==> src/rtl/rdi_pkg.sv <==
// Shared constants and types for the ray/disk intersection block.
// No dependencies; every module imports this package, the interfaces do not.
package rdi_pkg;

	// Default coordinate format: signed Q16.16 in 32 bits
	localparam int COORD_WIDTH_DEF = 32;
	localparam int FRAC_BITS_DEF   = 16;

	// Reset value of the min_distance register, raw Q16.16
	localparam int MIN_DISTANCE_RESET = 66;

	// Depth of the queue between classification and the back end
	localparam int QUEUE_DEPTH = 4;

	// Register indexes on the configuration port
	localparam logic [2:0] REG_CENTER_X     = 3'd0;
	localparam logic [2:0] REG_CENTER_Y     = 3'd1;
	localparam logic [2:0] REG_CENTER_Z     = 3'd2;
	localparam logic [2:0] REG_NORMAL_X     = 3'd3;
	localparam logic [2:0] REG_NORMAL_Y     = 3'd4;
	localparam logic [2:0] REG_NORMAL_Z     = 3'd5;
	localparam logic [2:0] REG_DISK_RADIUS  = 3'd6;
	localparam logic [2:0] REG_MIN_DISTANCE = 3'd7;

	// Classification of one ray, formed in the front end
	typedef struct packed {
		logic den_zero;
		logic neg;
	} rdi_cls_t;

endpackage

==> src/rtl/rdi_queue.sv <==
// Short transaction queue between the front end and the back end.
// Depends on rdi_pkg for the default depth.
module rdi_queue import rdi_pkg::*; #(
	parameter int WIDTH = 8,
	parameter int DEPTH = QUEUE_DEPTH
) (
	input  logic             clk,
	input  logic             arst_n,
	input  logic             push_valid,
	output logic             push_ready,
	input  logic [WIDTH-1:0] push_data,
	output logic             pop_valid,
	input  logic             pop_ready,
	output logic [WIDTH-1:0] pop_data
);
	localparam int PW = (DEPTH > 1) ? $clog2(DEPTH) : 1;
	localparam int CW = $clog2(DEPTH + 1);

	logic [WIDTH-1:0] mem [DEPTH];
	logic [PW-1:0]    wr_q, rd_q;
	logic [CW-1:0]    count_q;
	logic             push, pop;

	assign push_ready = (count_q != CW'(DEPTH));
	assign pop_valid  = (count_q != '0);
	assign push       = push_valid && push_ready;
	assign pop        = pop_valid && pop_ready;
	assign pop_data   = mem[rd_q];

	// Store pushed entries
	always_ff @(posedge clk) begin
		if (push) mem[wr_q] <= push_data;
	end

	// Advance pointers and occupancy
	always_ff @(posedge clk or negedge arst_n) begin
		if (!arst_n) begin
			wr_q    <= '0;
			rd_q    <= '0;
			count_q <= '0;
		end else begin
			if (push) wr_q <= (wr_q == PW'(DEPTH - 1)) ? '0 : wr_q + 1'b1;
			if (pop)  rd_q <= (rd_q == PW'(DEPTH - 1)) ? '0 : rd_q + 1'b1;
			if (push && !pop)      count_q <= count_q + 1'b1;
			else if (pop && !push) count_q <= count_q - 1'b1;
		end
	end

endmodule

==> config.mk <==
export PLATFORM = sky130hd
export DESIGN_NAME = rdi_queue
export DESIGN_NICKNAME = d
export VERILOG_FILES = /design/src/rtl/rdi_pkg.sv /design/src/rtl/rdi_queue.sv
export SDC_FILE = /design/constraint.sdc
export NUM_CORES = 1
export LEC_CHECK = 0
export ABC_AREA = 1
export BUFFER_PORTS_ARGS = -buffer_cell sky130_fd_sc_hd__buf_2
export CORE_UTILIZATION = 56
export CTS_CLUSTER_DIAMETER = 150
export DETAILED_ROUTE_END_ITERATION = 6
export PLACE_DENSITY = 0.8
export SLEW_MARGIN = 10
export SYNTH_ARGS = -nofsm -noshare
export SYNTH_HDL_FRONTEND = slang
export SYNTH_SLANG_ARGS = --single-unit
==> constraint.sdc <==
create_clock -name clk -period 2.4 [get_ports clk]
set_clock_uncertainty 0.05 [all_clocks]
set_input_delay 0.24 -clock clk [delete_from_list [all_inputs] [get_ports clk]]
set_output_delay 0.24 -clock clk [all_outputs]
set_load 0.05 [all_outputs]
Word-level counts from Yosys, hierarchy flattened
Memories as Yosys holds them, arrays and structs flattened. Cells that the tools add are included. W data, S select, Z words.

Register bits: 7. RAM bits: 32. Input bits: 12. Output and inout port bits: 10. Logic and storage cells: 25. Memories: 1.

Memory list: mem (words 4, bits a word 8, read ports 1, clocked after memory_dff 0, write ports 1, line rdi_queue.sv:19) `logic [WIDTH-1:0] mem [DEPTH];`.

Add/sub/neg operators: 4. Equal/unequal tests: 3. Muxes and demuxes: 6. Reductions and logical operators: 8.

Operators by type and width (number): $mux W3 (2); $add A2 B1 Y2 const B (2); $eq A2 B2 Y1 const B (2); $logic_and A1 B1 Y1 (4); $mux W2 (2); $add A3 B1 Y3 const B (1); $ne A3 B3 Y1 const B (1); $reduce_bool A3 Y1 (1); $sub A3 B1 Y3 const B (1); $logic_not A1 Y1 (2); $mux W1 (2); $reduce_bool A2 Y1 (1).

Depth between registers and ports, before layout
Depth in word-level cells: 6. Gate-level depth with buffers: 12. Depth with buffers taken out: 12.

Worst setup path before layout
Ideal clock, no wire load.

Kind: register to register. From: reg count_q[1]. To: reg count_q[2]. Setup time: 0.117 ns. Arrival time: 1.998 ns. Slack: 0.235 ns. Cell stages (with the launch flop): 11. Buffers on the path: 0. Clock period less this slack: 2.165 ns. Cell sequence: dfrtp_1 inv_1 nand3_1 nand2_2 ha_1 inv_1 fa_1 nand2_1 nand3_1 nand2_1 nand2_1.

Word-level cells in the longest chain between the ends: 5.

Ends and longest elaborated chain: from (decl) (line rdi_queue.sv:21) `logic [CW-1:0] count_q;`; from (signal assigned) (line rdi_queue.sv:44) `if (push && !pop) count_q <= count_q + 1'b1;`; from (signal assigned) (line rdi_queue.sv:45) `else if (pop && !push) count_q <= count_q - 1'b1;`; $reduce_bool A3 Y1 (*) (line rdi_queue.sv:25) `assign pop_valid = (count_q != '0);`; net pop_valid (line rdi_queue.sv:12) `output logic pop_valid,`; $logic_and A1 B1 Y1 (*) (line rdi_queue.sv:27) `assign pop = pop_valid && pop_ready;`; $logic_not A1 Y1 (line rdi_queue.sv:44); $logic_and A1 B1 Y1 (line rdi_queue.sv:44); $mux W3 / $reduce_bool A2 Y1 (equally long branches).

Mark *: on every way through the listed nets, which the timed path passes. The rest lies on a longest branch. The select of a mux whose other input is x is not followed. A chain may end at the register's enable or synchronous reset.

Worst setup path after layout
From: reg rd_q[1]. To: out pop_data[1].

Word-level cells in the longest chain between the ends: 1.

Ends and longest elaborated chain: from (decl) (line rdi_queue.sv:20) `logic [PW-1:0] wr_q, rd_q;`; from (signal assigned) (line rdi_queue.sv:43) `if (pop) rd_q <= (rd_q == PW'(DEPTH - 1)) ? '0 : rd_q + 1'b1;`; $mem_v2 Z4 W8; to (decl) (line rdi_queue.sv:14) `output logic [WIDTH-1:0] pop_data`.

Every way passes these cells.

==> summary.md <==
| Metric | Value |
|---|---|
| Antenna Cells | 0 |
| Initial antenna violation count | 0 |
| Worst-path clk slew | approximately 0.11 ns |
| RSZ-0062 raised after global routing | false |
| Root buf cell | clkbuf_4 |
| Most frequent cells in the layout | 37 x nand2_1, 32 x edfxtp_1, 29 x inv_1, 21 x buf_2, 16 x o211ai_1 |
| DP Area | around 1900 µm² |
| Syn nets | 171 |
| Global Route Usage Sum | 20.0% |
| H-Tree Level Count | 2 |
| Fillcell total | 214 |
| Static Leak | slightly below 0.9 nW |
| I/O pin count | 22 |
| CP Class | reg -> out |
| Latest clock arrival within the worst-skew pair | around 0.34 ns |
| Synth Warn # | 0 |
| Final antenna-violating net count | 0 |
| Share of layout cells above drive strength 1 | around 20% |
| Synth Area in Adders | roughly 5.4% |
| First-pass DRT Iterations | 6 |
| WP data arrival | roughly 1.7 ns |
| Worst min-delay path category | in -> reg |
| Worst EP required | ~2.1 ns |
| Fin area | between 1500 and 2000 µm² |
| Synth Area in Compound Gates | under 10% |
| Min Tclk post-route | 1.99 ns |
| CTS tree | built |
| Largest net degree at the start of global routing | 24 |
| Max Root-Sink Buffers | 2 |
| Xor and xnor area share after synthesis | less than 1% |
| Layout area overhead | 11.5% |
| Yosys cell types | 16 |
| Register area share after synthesis | 64.8% |
| 1st-iter DRT viols | 17 |
| WL/cell | between 10 and 15 µm |
| Routed vias/inst | 5.23 |
| Largest family of logic cells by synthesized area | simple AND/OR/NAND/NOR gates |
| CTS Buf Count | 5 |
| Period Utilization, post-route | around 83% |
| Critical Path End Type | output pin |
| Core footprint | about 2900 µm² |
| # DRC | 2 |
| Synth Register Bits | 39 |
| Slew HR | a little under three quarters |
| Sum Neg Setup Slack | 0 ns |
| Post-synthesis mux area share | 0% |
| Fmax | between 0.5 and 0.6 GHz |
| Syn Std Cell Area | 1750 µm² |
| Final wirelength | 2970 µm |
| Cell count after synthesis | 152 |
| Die area | about 3400 µm² |
| Status | finished, violations left |
| HPWL Detailed | 2110 µm |
| PD cells | 1330 nW/µm² |
| Die Ht | a little under 60 µm |
| Vias | roughly 1.1k |
| First-pass GRT wire length | approximately 4700 µm |
| CTS Sinks | 39 |
| Number of setup buffers added after CTS | 0 |
| Mapped Avg Cell Area | approximately 12 µm² |
| Post-synthesis simple-gate area fraction | around 13% |
| Hold slack | a little over 0.05 ns |
| Util after Layout | between 60% and 70% |
| Row Count | 19 |
| Worst-margin pin slew | 0.436 ns |
| Final hold violations | 0 |
| Vias in the first global route | 1044 |
| Gr ovfl total | 0 |
| Die Width | around 58 µm |
| Crit-path max FO | 11 |
| Max Cap Viol | 0 |
| Top_reg_cell synth | edfxtp_1 |
| Fin. max-slew vios | 0 |
| Final Wtd Congestion | between 0.7 and 0.8 |
| Port Buffers | 21 |
| Fraction of registers with async set/reset | approximately 18% |
| Commonest non-fill, non-tap cell in the layout | nand2_1 |
| EDFF count, synth | 32 |
| Nets | 200 |
| Peak supply drop | 670 µV |
| Startpoint Class | flop |
| Final setup fails | 0 |
| Initial Util | around three fifths |
| Failing checks | DRC |
[per-layer routing]
layer / vias to the layer above / share of wire, % / track usage (%)
met1: 532 / 42 / 21.7
met4: 0 / 1.7 / 7.14
li1: 558 / - / -
met2: 19 / 53 / 36.3
met3: 6 / 3.3 / 6.70
met5: - / 0 / 0
[cell usage after synthesis, drive strengths merged, types with 5 or more instances]
cell | n | area [µm²]
dfrtp | 7 | 175
nor2 | 6 | 22.5
inv | 30 | 113
o211ai | 16 | 120
nand3 | 7 | 40.0
edfxtp | 32 | 961
buf | 5 | 56.3
ha | 6 | 75.1
nand2 | 39 | 151
[cells by family (layout without fill, tap and decap cells)]
kind of cell | Yosys count | count (layout)
xor gates and xnor gates | 1 | 1
adders and majority gates | 7 | 7
buffers and inverters | 35 | 65
and+or+nand+nor | 53 | 53
AOI/OAI and AO/OA | 17 | 17
DFF | 39 | 39
[worst max-delay path: stages (launching register included)]
cell      delay [ns]
dfrtp_1         0.54
inv_1           0.32
o211ai_1        0.15
nand2_1         0.09
buf_2           0.26
[state kept, by name, summed over array words and instances, names as in the netlist]
name / cells
count_q: 3
mem: 32
rd_q: 2
wr_q: 2
[report_power, final]
part / switching, mW / internal, mW
Combinational: 0.880 / 0.365
Sequential: 0.133 / 0.907
Clock: 0.210 / 0.113
Total: 1.22 / 1.38
[through the flow]
stage,power [mW],instances,worst slack [ns]
6_report,2.61,213,0.407
5_1_grt,2.78,213,0.294
4_1_cts,2.63,213,0.369
3_5_place_dp,2.31,204,0.484
3_3_place_gp,2.24,204,0.630
2_1_floorplan,2.03,152,0.235
[path summary, 6_finish.rpt]
path | depth (start not counted) | from | slack (ns) | end
max | 4 | rd_q[1] | 0.41 | pop_data[1]
min | 1 | push_data[7] | 0.05 | mem[2][7]
max reg2reg | 10 | count_q[1] | 0.47 | count_q[2]
min reg2reg | 2 | wr_q[1] | 0.50 | wr_q[1]
max in group asynchronous | 2 | arst_n | 1.96 | rd_q[0]
min in group asynchronous | 2 | arst_n | 0.19 | wr_q[0]
[final cells by class]
| cell class | count | area (µm²) | area share [%] |
|---|---|---|---|
| sequential | 39 | 1140 | 58.1 |
| multi-input combinational | 78 | 449 | 23.0 |
| timing repair buffer | 27 | 165 | 8.45 |
| inverter | 30 | 113 | 5.76 |
| clock buffer | 6 | 41.3 | 2.11 |
| tap | 31 | 38.8 | 1.98 |
| clock inverter | 2 | 12.5 | 0.640 |
[what timing repair did]
action | CTS | global route
endpoints found under the hold margin | 7 | 0
gates resized for setup | 0 | 0
hold buffers | 1 | 0
Note: power is estimated with default switching activity, not from simulation.
